`src/bpdc_pkg.sv`:
```
`timescale 1ns / 1ps
// Shared types and constants for the beam pair direction counter.
// No dependencies; imported by beam_pair_direction_counter.
package bpdc_pkg;

    localparam int COUNTER_BITS = 16;
    localparam int FIELD_W      = 16;
    localparam int TIME_W       = 16;

    localparam logic [TIME_W-1:0] TIME_LIMIT_RESET = TIME_W'(60);

    typedef logic [COUNTER_BITS-1:0] cnt_t;
    typedef logic [FIELD_W-1:0]      field_t;
    typedef logic [TIME_W-1:0]       secs_t;

    typedef enum logic [3:0] {
        PH_START = 4'd0,
        PH_IDLE  = 4'd1,
        PH_IN1   = 4'd2,
        PH_IN2   = 4'd3,
        PH_IN3   = 4'd4,
        PH_OUT1  = 4'd5,
        PH_OUT2  = 4'd6,
        PH_OUT3  = 4'd7,
        PH_DONE  = 4'd8
    } phase_t;

    // Saturating increment of a break or crossing counter.
    function automatic cnt_t sat_inc(cnt_t c);
        cnt_t r;
        r = c;
        if (c != {COUNTER_BITS{1'b1}})
        begin
            r = c + cnt_t'(1);
        end
        return r;
    endfunction

    // Low bits of a counter, zero extended when the counter is narrower.
    function automatic field_t to_field(cnt_t c);
        logic [COUNTER_BITS+FIELD_W-1:0] wide;
        wide = {{FIELD_W{1'b0}}, c};
        return wide[FIELD_W-1:0];
    endfunction

endpackage

```
`src/beam_pair_direction_counter.sv`:
```
`timescale 1ns / 1ps
// Two-beam bidirectional people counter: crossing state machine, saturating
// counters and a registered result stage. Depends on bpdc_pkg.
//
//  Channel | Handshake              | Payload
//  --------+------------------------+------------------------------------------
//  in      | in_valid / in_ready    | left_beam_intact, right_beam_intact,
//          |                        | elapsed_seconds
//  out     | out_valid / out_ready  | left_breaks, right_breaks, entered,
//          |                        | exited, finished
//  cfg     | cfg_valid / cfg_ready  | cfg_data (time_limit)
//
// Each sample beat is taken on an in_valid/in_ready handshake; its result
// appears in the output register on the next cycle, so a new beat can be
// taken every cycle while out_ready is high. The output register is the
// only stage; in_ready is low only while a result waits and out_ready is low.
// Reset puts the machine in its start state, clears all counters and loads
// the time limit with 60 seconds. cfg_ready is always high.
module beam_pair_direction_counter (
    input  logic                  clk,
    input  logic                  rst_n,
    input  logic                  in_valid,
    output logic                  in_ready,
    input  logic                  left_beam_intact,
    input  logic                  right_beam_intact,
    input  bpdc_pkg::secs_t       elapsed_seconds,
    output logic                  out_valid,
    input  logic                  out_ready,
    output bpdc_pkg::field_t      left_breaks,
    output bpdc_pkg::field_t      right_breaks,
    output bpdc_pkg::field_t      entered,
    output bpdc_pkg::field_t      exited,
    output logic                  finished,
    input  logic                  cfg_valid,
    output logic                  cfg_ready,
    input  bpdc_pkg::secs_t       cfg_data
);
    import bpdc_pkg::*;

    phase_t phase_reg, phase_next;
    cnt_t   left_cnt_reg, left_cnt_next;
    cnt_t   right_cnt_reg, right_cnt_next;
    cnt_t   entry_cnt_reg, entry_cnt_next;
    cnt_t   exit_cnt_reg, exit_cnt_next;
    secs_t  limit_reg;
    logic   out_valid_reg;
    field_t left_out_reg, right_out_reg, entry_out_reg, exit_out_reg;
    logic   finished_reg;
    logic   in_fire;
    logic   left_ok, right_ok;

    assign in_ready  = !out_valid_reg || out_ready;
    assign in_fire   = in_valid && in_ready;
    assign cfg_ready = 1'b1;
    assign left_ok   = left_beam_intact;
    assign right_ok  = right_beam_intact;

    always_ff @(posedge clk or negedge rst_n)
    begin
        if (!rst_n)
        begin
            limit_reg <= TIME_LIMIT_RESET;
        end
        else if (cfg_valid && cfg_ready)
        begin
            limit_reg <= cfg_data;
        end
    end

    always_comb
    begin
        phase_next     = phase_reg;
        left_cnt_next  = left_cnt_reg;
        right_cnt_next = right_cnt_reg;
        entry_cnt_next = entry_cnt_reg;
        exit_cnt_next  = exit_cnt_reg;
        if (in_fire && phase_reg != PH_DONE)
        begin
            if (elapsed_seconds >= limit_reg)
            begin
                phase_next = PH_DONE;
            end
            else
            begin
                unique case (phase_reg)
                    PH_IDLE:
                    begin
                        if (!left_ok)
                        begin
                            phase_next    = PH_IN1;
                            left_cnt_next = sat_inc(left_cnt_reg);
                        end
                        else if (!right_ok)
                        begin
                            phase_next     = PH_OUT1;
                            right_cnt_next = sat_inc(right_cnt_reg);
                        end
                    end
                    PH_IN1:
                    begin
                        if (!right_ok)
                        begin
                            phase_next     = PH_IN2;
                            right_cnt_next = sat_inc(right_cnt_reg);
                        end
                        else if (left_ok)
                        begin
                            phase_next = PH_IDLE;
                        end
                    end
                    PH_IN2:
                    begin
                        if (left_ok)
                        begin
                            phase_next = PH_IN3;
                        end
                        else if (right_ok)
                        begin
                            phase_next = PH_IN1;
                        end
                    end
                    PH_IN3:
                    begin
                        if (right_ok)
                        begin
                            phase_next     = PH_IDLE;
                            entry_cnt_next = sat_inc(entry_cnt_reg);
                        end
                        else if (!left_ok)
                        begin
                            phase_next    = PH_IN2;
                            left_cnt_next = sat_inc(left_cnt_reg);
                        end
                    end
                    PH_OUT1:
                    begin
                        if (!left_ok)
                        begin
                            phase_next    = PH_OUT2;
                            left_cnt_next = sat_inc(left_cnt_reg);
                        end
                        else if (right_ok)
                        begin
                            phase_next = PH_IDLE;
                        end
                    end
                    PH_OUT2:
                    begin
                        if (right_ok)
                        begin
                            phase_next = PH_OUT3;
                        end
                        else if (left_ok)
                        begin
                            phase_next = PH_OUT1;
                        end
                    end
                    PH_OUT3:
                    begin
                        if (left_ok)
                        begin
                            phase_next    = PH_IDLE;
                            exit_cnt_next = sat_inc(exit_cnt_reg);
                        end
                        else if (!right_ok)
                        begin
                            phase_next     = PH_OUT2;
                            right_cnt_next = sat_inc(right_cnt_reg);
                        end
                    end
                    default:
                    begin
                        phase_next = PH_IDLE;
                    end
                endcase
            end
        end
    end

    always_ff @(posedge clk or negedge rst_n)
    begin
        if (!rst_n)
        begin
            phase_reg     <= PH_START;
            left_cnt_reg  <= '0;
            right_cnt_reg <= '0;
            entry_cnt_reg <= '0;
            exit_cnt_reg  <= '0;
        end
        else
        begin
            phase_reg     <= phase_next;
            left_cnt_reg  <= left_cnt_next;
            right_cnt_reg <= right_cnt_next;
            entry_cnt_reg <= entry_cnt_next;
            exit_cnt_reg  <= exit_cnt_next;
        end
    end

    always_ff @(posedge clk or negedge rst_n)
    begin
        if (!rst_n)
        begin
            out_valid_reg <= 1'b0;
        end
        else if (in_ready)
        begin
            out_valid_reg <= in_valid;
        end
    end

    always_ff @(posedge clk)
    begin
        if (in_fire)
        begin
            left_out_reg  <= to_field(left_cnt_next);
            right_out_reg <= to_field(right_cnt_next);
            entry_out_reg <= to_field(entry_cnt_next);
            exit_out_reg  <= to_field(exit_cnt_next);
            finished_reg  <= (phase_next == PH_DONE);
        end
    end

    assign out_valid    = out_valid_reg;
    assign left_breaks  = left_out_reg;
    assign right_breaks = right_out_reg;
    assign entered      = entry_out_reg;
    assign exited       = exit_out_reg;
    assign finished     = finished_reg;

`ifndef SYNTHESIS
    // The done state is sticky until reset.
    a_done_sticky: assert property (@(posedge clk) disable iff (!rst_n)
        phase_reg == PH_DONE |=> phase_reg == PH_DONE)
        else $error("done state was left");

    // Counters are frozen once done.
    a_done_frozen: assert property (@(posedge clk) disable iff (!rst_n)
        phase_reg == PH_DONE |=> $stable(left_cnt_reg) && $stable(right_cnt_reg)
            && $stable(entry_cnt_reg) && $stable(exit_cnt_reg))
        else $error("counter moved in done state");

    // A sample at or past the limit ends counting.
    a_limit_stops: assert property (@(posedge clk) disable iff (!rst_n)
        in_fire && elapsed_seconds >= limit_reg |=> phase_reg == PH_DONE)
        else $error("time limit did not stop counting");

    // An entry is only counted when leaving the last inbound phase.
    a_entry_source: assert property (@(posedge clk) disable iff (!rst_n)
        in_fire && entry_cnt_next != entry_cnt_reg |-> phase_reg == PH_IN3)
        else $error("entry counted from wrong phase");

    // An accepted beat always leaves a result waiting.
    a_result_follows: assert property (@(posedge clk) disable iff (!rst_n)
        in_fire |=> out_valid_reg)
        else $error("accepted beat produced no result");
`endif

endmodule

```
`config.mk`:
```
export PLATFORM = sky130hd
export DESIGN_NAME = beam_pair_direction_counter
export DESIGN_NICKNAME = d
export VERILOG_FILES = /design/src/bpdc_pkg.sv /design/src/beam_pair_direction_counter.sv
export SDC_FILE = /design/constraint.sdc
export NUM_CORES = 1
export LEC_CHECK = 0
export BUFFER_PORTS_ARGS = -buffer_cell sky130_fd_sc_hd__buf_4
export CELL_PAD_IN_SITES_DETAIL_PLACEMENT = 1
export CELL_PAD_IN_SITES_GLOBAL_PLACEMENT = 2
export CORE_UTILIZATION = 34
export CTS_CLUSTER_DIAMETER = 200
export DETAILED_ROUTE_END_ITERATION = 10
export PLACE_DENSITY = 0.84
export SETUP_SLACK_MARGIN = 0.05
export SLEW_MARGIN = 15
export SYNTH_ARGS = -nofsm -noshare
export SYNTH_HDL_FRONTEND = slang
export SYNTH_SLANG_ARGS = --single-unit
```
`constraint.sdc`:
```
create_clock -name clk -period 4.1 [get_ports clk]
set_clock_uncertainty 0.15 [all_clocks]
set_input_delay 0.205 -clock clk [delete_from_list [all_inputs] [get_ports clk]]
set_output_delay 0.205 -clock clk [all_outputs]
set_load 0.1 [all_outputs]
```
# Word-level counts from Yosys, hierarchy flattened
# Cells that the tools add are included.
# totals
register_bits	150
word_cells	75
# op_classes
mux	40
eq_ne	13
reduce_logical	5
n_addsub	4
n_lt_le_gt_ge	1
# ops
operator	count
$mux 16	21
$add 16x1->16 const B	4
$mux 4	16
$ne 16x16->1 const B	4
$pmux 16 s3	1
$pmux 16 s2	1
$pmux 4 s7	1
$eq 4x3->1 const B	4
$ge 16x16->1	1
$eq 4x2->1 const B	2
$eq 4x1->1 const B	1
$eq 4x4->1 const B	1
$ne 4x4->1 const B	1
$logic_and 1x1->1	2
$reduce_or 2->1	1
$logic_not 1->1	1
$logic_or 1x1->1	1

# Depth between registers and ports, before layout
# Gate-level depths: netlist of the first run.
# depth
depth_word	7
ltp_mapped	10
ltp_nobuf	9

# Worst setup path before layout of the first run
# OpenSTA, ideal clock, no wires.
# synth_timing
kind	register to register
start	register out_valid_reg (netlist: out_valid)
end	register exit_out_reg[14] (netlist: exited[14]), data pin
stages_incl_launch_ff	9
path_slack_ns	-1.109
n_path_buf	1
setup_ns	0.267
t_arrival_ns	4.793
synth_period_minus_slack_ns	5.209
path_cell_list	dfrtp_1 nand2b_1 nand2_1 inv_1 o2111ai_1 or2_1 buf_2 nor4_1 mux2_1
# synth_via
elab_chain_cells	5
# synth_lines
element	line_no	text
start: declaration	beam_pair_direction_counter.sv:46	logic out_valid_reg;
start signal: assignment	beam_pair_direction_counter.sv:208	out_valid_reg <= in_valid;
$logic_not 1->1	beam_pair_direction_counter.sv:52	assign in_ready = !out_valid_reg || out_ready;
$logic_or 1x1->1	beam_pair_direction_counter.sv:52	
named net in_ready	beam_pair_direction_counter.sv:23	output logic in_ready,
$logic_and 1x1->1	beam_pair_direction_counter.sv:53	assign in_fire = in_valid && in_ready;
named net in_fire	beam_pair_direction_counter.sv:49	logic in_fire;
$logic_and 1x1->1	beam_pair_direction_counter.sv:77	if (in_fire && phase_reg != PH_DONE)
$mux 16	beam_pair_direction_counter.sv:77	
named net exit_cnt_next[14]	beam_pair_direction_counter.sv:44	cnt_t exit_cnt_reg, exit_cnt_next;
end signal: assignment	beam_pair_direction_counter.sv:219	exit_out_reg <= to_field(exit_cnt_next);
end: declaration	beam_pair_direction_counter.sv:47	field_t left_out_reg, right_out_reg, entry_out_reg, exit_out_reg;
# The timed path passes the listed nets, and every way through them passes these cells.
# A chain may end at the register's enable or synchronous reset.

# Worst setup path in the final report of the first run
# layout_timing
start	register limit_reg[5]
end	register left_out_reg[11] (netlist: left_breaks[11]), data pin
# layout_via
elab_chain_cells	3
# layout_lines
element	line_no	text
start: declaration	beam_pair_direction_counter.sv:45	secs_t limit_reg;
start signal: assignment	beam_pair_direction_counter.sv:66	limit_reg <= cfg_data;
$ge 16x16->1	beam_pair_direction_counter.sv:79	if (elapsed_seconds >= limit_reg)
$mux 16	beam_pair_direction_counter.sv:79	
$mux 16	beam_pair_direction_counter.sv:77	
named net left_cnt_next[11]	beam_pair_direction_counter.sv:41	cnt_t left_cnt_reg, left_cnt_next;
end signal: assignment	beam_pair_direction_counter.sv:216	left_out_reg <= to_field(left_cnt_next);
end: declaration	beam_pair_direction_counter.sv:47	
# The timed path passes the listed nets, and every way through them passes these cells.

==> flow_metrics.tcl, run 1 <==
set metrics [dict create \
    yosys-top-cells-count "dfrtp_1 (81), edfxtp_1 (65), nand2_1 (61), nor2_1 (38), o21ai_0 (30)" \
    met1_usage 0.216 \
    cts_root_buf "clkbuf_16" \
    clk_pin_slew_ps 60 \
    synth_most_common_cell "dfrtp_1" \
    drt_first_pass_iters 4 \
    drive_gt1_frac 0.224 \
    synth_compound_area_frac 0.101 \
    hold_depth 3 \
    grt_first_pass_wirelength_microns 28100 \
    max_freq_mhz 280 \
    critPathLaunchType "flip-flop" \
    outcome "complete, no violations" \
    die_area_sq_um 20800 \
    htreeDepth 4 \
    numPortBuffers 105 \
    synth_top_family_by_area "simple AND/OR/NAND/NOR gates" \
    min_to "limit_reg[2]" \
    cts_buffers 17 \
    worstHoldStart "cfg_valid" \
    rsz0062_at_grt "no" \
    area.growth.synth_to_final_pct 27.1 \
    synth_mux_area_frac 0.0226 \
    synth_edf_count 65 \
    cp.required_ps 4120 \
    synthXorXnorAreaFrac 0.0484 \
    track_usage 0.178 \
    clock_path_buffers 2 \
    ys_warn_count 0 \
    synthesis.nets 653 \
    powerDensity_nw_per_um2 452 \
    r2r_slack_ps 530 \
    seq_area_frac_synth 0.594 \
    crit_fanout 13 \
    die_h_microns 144 \
    grt_use_met2 0.307 \
    r2r-start "limit_reg[5]" \
    grt_start_max_net_pins 61 \
    cap_violations 0 \
    synthFlopType "dfrtp_1" \
    design.core.area_sq_um 19700 \
    synth_seq_cells 150 \
    antenna_cells 0 \
    cts_tree "built" \
    cts.sinks 150 \
    async_flop_share 0.567 \
    gp_congestion 0.818 \
    initial_core_util 0.350 \
    finalCriticalPeriod_ps 3570 \
    yosysTopAreaCell "dfrtp_1" \
    ir_drop_v 0.000315 \
    crit_type "reg2reg" \
    rows 51 \
    fin_util 0.444 \
    syn_area_sq_um 6870 \
    setup_viol 0 \
    routed_wl_microns 17000 \
    leakagePower_nw 3.65 \
    drt-initial-drc-count 236 \
    finalSetupTns_ps 0 \
    post_cts_buffers 0 \
    synth-adder-area-share 0.0364 \
    fin_nets 781 \
    yosysTopAreaCellShare 0.295 \
    crit_path_end_kind "flip-flop" \
    slew_violations 0 \
    antenna_found_initial 0 \
    globalRoute.totalOverflow 0 \
    hp-class "in2reg" \
    pin_count 107 \
    cp.arrival_ps 3590 \
    drc 0 \
    avgSynthCellArea_sq_um 11.6 \
    hold_viol_final 0 \
    synthSimpleGateAreaFrac 0.169 \
    grt_use_met3 0.0391 \
    rr_endpoint "left_breaks[11]" \
    viasPerCell 5.08 \
    fp.dieW_microns 144 \
    slew_headroom 0.451 \
    grt_busiest_layer "met2" \
    hpwl_microns 11900 \
    wire_per_inst_microns 17.0 \
    syn_inst 594 \
    synthTopCellsByArea "dfrtp_1 (30%), edfxtp_1 (28%), ha_1 (3.6%)" \
    synth_cell_types 61 \
    route.vias.total 5081 \
    clk_latency_ps 430 \
    fin_crit_sh 0.872 \
    tightest_slew_ps 823 \
    ant_nets 0 \
    grt_pass1_vias 5503 \
    r2r_cells 10 \
]
worst max-delay path, cell delays in order (launching register included):
cell and delay (ps):
dfstp_2 520, inv_1 50, ha_1 290, o21a_1 130, o211ai_1 80, a31o_2 250, a2111oi_4 740, nor2_1 330
buf_4 290, nand4_1 110, mux2_2 360
metal layers:
| metal | up-vias | share of wire |
|---|---|---|
| met5 | - | 0 |
| met2 | 90 | 0.51 |
| li1 | 2429 | - |
| met4 | 0 | 0.014 |
| met1 | 2549 | 0.44 |
| met3 | 13 | 0.037 |
area by class of cell:
| cell class | instances | area, sq um |
|---|---|---|
| well taps | 265 | 332 |
| multi-input cells | 396 | 2600 |
| repair buffers | 129 | 1020 |
| inverters | 28 | 109 |
| flip-flops and latches | 150 | 4090 |
| fillers | 2163 | 10900 |
| clock inverters | 12 | 151 |
| clock buffers | 20 | 437 |
layout by cell type, fill, tap and decap left out, drive strengths merged, types with 10 or more instances in the layout:
master,n
inv,29
dlygate4sd3,21
xor2,16
nand2,61
nand4,25
mux2,12
and3,10
o21ai,30
xnor2,22
clkbuf,20
buf,108
ha,20
a21oi,14
nand3,29
nor2,38
nor3,17
edfxtp,65
dfrtp,81
how the worst max path moves through the flow:
| stage | startpoint | end | cells after the start |
|---|---|---|---|
| 2_1_floorplan | out_valid | exited[14] | 8 |
| 3_3_place_gp | limit_reg[5] | left_breaks[11] | 10 |
| 3_5_place_dp | limit_reg[5] | left_breaks[11] | 10 |
| 6_report | limit_reg[5] | left_breaks[11] | 10 |
| 5_1_grt | limit_reg[5] | left_breaks[11] | 10 |
| 4_1_cts | limit_reg[5] | left_breaks[11] | 10 |
power by group:
group	switching, mW	total (mW)	internal, mW
sequential	0.0863	1.74	1.66
clock	0.614	1.57	0.956
combinational	0.465	0.628	0.164
through the flow:
stage                     worst slack (ps)  power, mW  hold WS, ps  std cells  instance area [sq um]
final                                  526       3.94         23.4       1000                   8730
after global routing                   313       4.10         36.4       1000                   8730
after CTS                              494       3.99         2.49       1000                   8730
after detailed placement               539       2.39          196        947                   7940
after global placement                 668       2.37          190        947                   7940
after floorplan                        212       2.20         -241        594                   6880
timing repair:
| item | 4_1_cts | 5_1_grt |
|---|---|---|
| endpoints found under the setup margin | 0 | 0 |
| hold endpoints to repair | 70 | 0 |
| gates resized for setup | 0 | 0 |
| hold buffers | 21 | 0 |
kinds of logic after synthesis:
family                     Yosys count
AOI/OAI and AO/OA                  101
muxes                               14
xor gates and xnor gates            38
buffers and inverters               48
other                                1
adders and majority gates           20
and+or+nand+nor                    222
DFF                                150
(Power assumes the default switching activity.)
==> inputs of run 2 (changes only) <==
--- a/constraint.sdc
+++ b/constraint.sdc
@@ -4,2 +4,2 @@
 set_output_delay 0.205 -clock clk [all_outputs]
-set_load 0.1 [all_outputs]
+set_load 0.005 [all_outputs]
==> run 2 against run 1 <==
Compared with the run above:
- sequential share of layout area rose by 0.086 points
- die area stayed put
- utilization down 0.095 points
- count of clock-buffer cells in the layout is 1 lower
- combinational power fell by 40%
- register-to-register slack better by 220 ps
- via count is 1.9% higher
- design area shrank 0.21%
- global-route usage rose by 0.26 points
- total power down 6.4%
- fmax up 6.7%
- clock power hardly changed
- critical endpoint is now left_breaks[14]
==> flow_metrics.tcl, run 2 (same netlist as run 1, synthesis figures left out) <==
set metrics [dict create \
    grt_start_max_net_pins 65 \
    globalRoute.totalOverflow 0 \
    cp.arrival_ps 3380 \
    slew_violations 0 \
    routed_wl_microns 17200 \
    outcome "complete, no violations" \
    fin_ws_ps 749 \
    leakagePower_nw 3.65 \
    clk_latency_ps 430 \
    min_to "limit_reg[5]" \
    whs_ps 13.0 \
    die_h_microns 144 \
    fp.dieW_microns 144 \
    wire_per_inst_microns 17.2 \
    post_cts_buffers 0 \
    drt_first_pass_iters 4 \
    powerDensity_nw_per_um2 423 \
    fin_nets 780 \
    worstHoldStart "cfg_valid" \
    antenna_cells 0 \
    crit_fanout 13 \
    crit_path_end_kind "flip-flop" \
    ir_drop_v 0.000300 \
    pin_count 107 \
    hp-class "in2reg" \
    grt_pass1_vias 5449 \
    r2r_cells 10 \
    tightest_slew_ps 897 \
    cts_tree "built" \
    numPortBuffers 105 \
    dp.cells 948 \
    track_usage 0.180 \
    hold_depth 3 \
    met1_length_microns 7710 \
    drive_gt1_frac 0.226 \
    dr.max_layer_used "met4" \
    slew_headroom 0.402 \
    rr_endpoint "left_breaks[14]" \
    viasPerCell 5.18 \
    critPathLaunchType "flip-flop" \
    max_freq_mhz 298 \
    cts.sinks 150 \
    cts_buffers 17 \
    finalCriticalPeriod_ps 3350 \
    drt-initial-drc-count 237 \
    grt_first_pass_wirelength_microns 28500 \
    ant_nets 0 \
    post_cts_resized 0 \
    met2_length_microns 8440 \
    area.growth.synth_to_final_pct 26.8 \
    r2r_slack_ps 750 \
    htreeDepth 4 \
    design.core.area_sq_um 19700 \
    cap_violations 0 \
    layout_commonest_cell "buf_4" \
    initial_core_util 0.350 \
    cp.required_ps 4120 \
    antenna_found_initial 0 \
    setup_viol 0 \
    rows 51 \
    cts_root_buf "clkbuf_16" \
    stdcell_count 999 \
    crit_type "reg2reg" \
    drc 0 \
    clk_pin_slew_ps 60 \
    wl_met3_microns 601 \
    route.vias.total 5178 \
    most-common-layout-cells "buf_4 (109), dfrtp_1 (81), edfxtp_1 (65), nand2_1 (61), nor2_1 (38)" \
    fin_crit_sh 0.817 \
    hpwl_microns 11700 \
    r2r-start "limit_reg[5]" \
    rsz0062_at_grt "no" \
    gp_congestion 0.814 \
    pre_cts_slack_ps 743 \
    die_area_sq_um 20800 \
    finalSetupTns_ps 0 \
    fillers 2183 \
    clock_path_buffers 2 \
    hold_viol_final 0 \
]
==> run 2: what timing repair did <==
action | CTS | global route
hold buffers | 19 | 0
hold endpoints to repair | 80 | 0
setup endpoints to repair | 0 | 0
==> run 2: worst max-delay path: stages (launching register included) <==
cell and delay (ps):
dfstp_2 520, inv_1 50, ha_1 290, o21a_1 120, o211ai_1 70, a31o_2 240
a2111oi_4 610, nor2_1 300, buf_4 270, nand4_1 100, mux2_2 350
==> run 2: layout make-up <==
cell class	count	area [sq um]	area share
well taps	265	332	0.0380
inverters	28	105	0.0121
clock inverters	13	146	0.0168
flip-flops and latches	150	4080	0.469
repair buffers	128	1010	0.116
multi-input cells	396	2600	0.298
clock buffers	19	443	0.0508
==> run 2: through the flow <==
stage | util | power, mW | instance area [sq um]
5_1_grt | 0.443 | 3.85 | 8710
2_1_floorplan | - | 1.95 | 6870
4_1_cts | 0.443 | 3.73 | 8710
3_3_place_gp | 0.404 | 2.12 | 7940
6_report | 0.443 | 3.69 | 8710
3_5_place_dp | 0.404 | 2.14 | 7940
==> run 2: worst max path at each step <==
stage,to,start,depth (start not counted)
final,left_breaks[14],limit_reg[5],10
after global routing,right_breaks[1],out_valid,7
after CTS,left_breaks[14],limit_reg[5],10
after detailed placement,left_breaks[11],limit_reg[5],10
after global placement,left_breaks[11],limit_reg[5],10
after floorplan,exited[14],out_valid,8
==> run 2: per-layer routing <==
layer  track usage  up-vias
li1              -     2429
met1         0.226     2597
met2         0.298      123
met3        0.0421       29
met4        0.0765        0
met5             0        -
==> run 2: where the power goes <==
part           leakage (nW)  total (mW)  switching, mW  internal, mW
logic                  1.63       0.376          0.218         0.158
clock network         0.278        1.57          0.651         0.920
registers              1.74        1.74         0.0854          1.66
total                  3.65        3.69          0.954          2.74
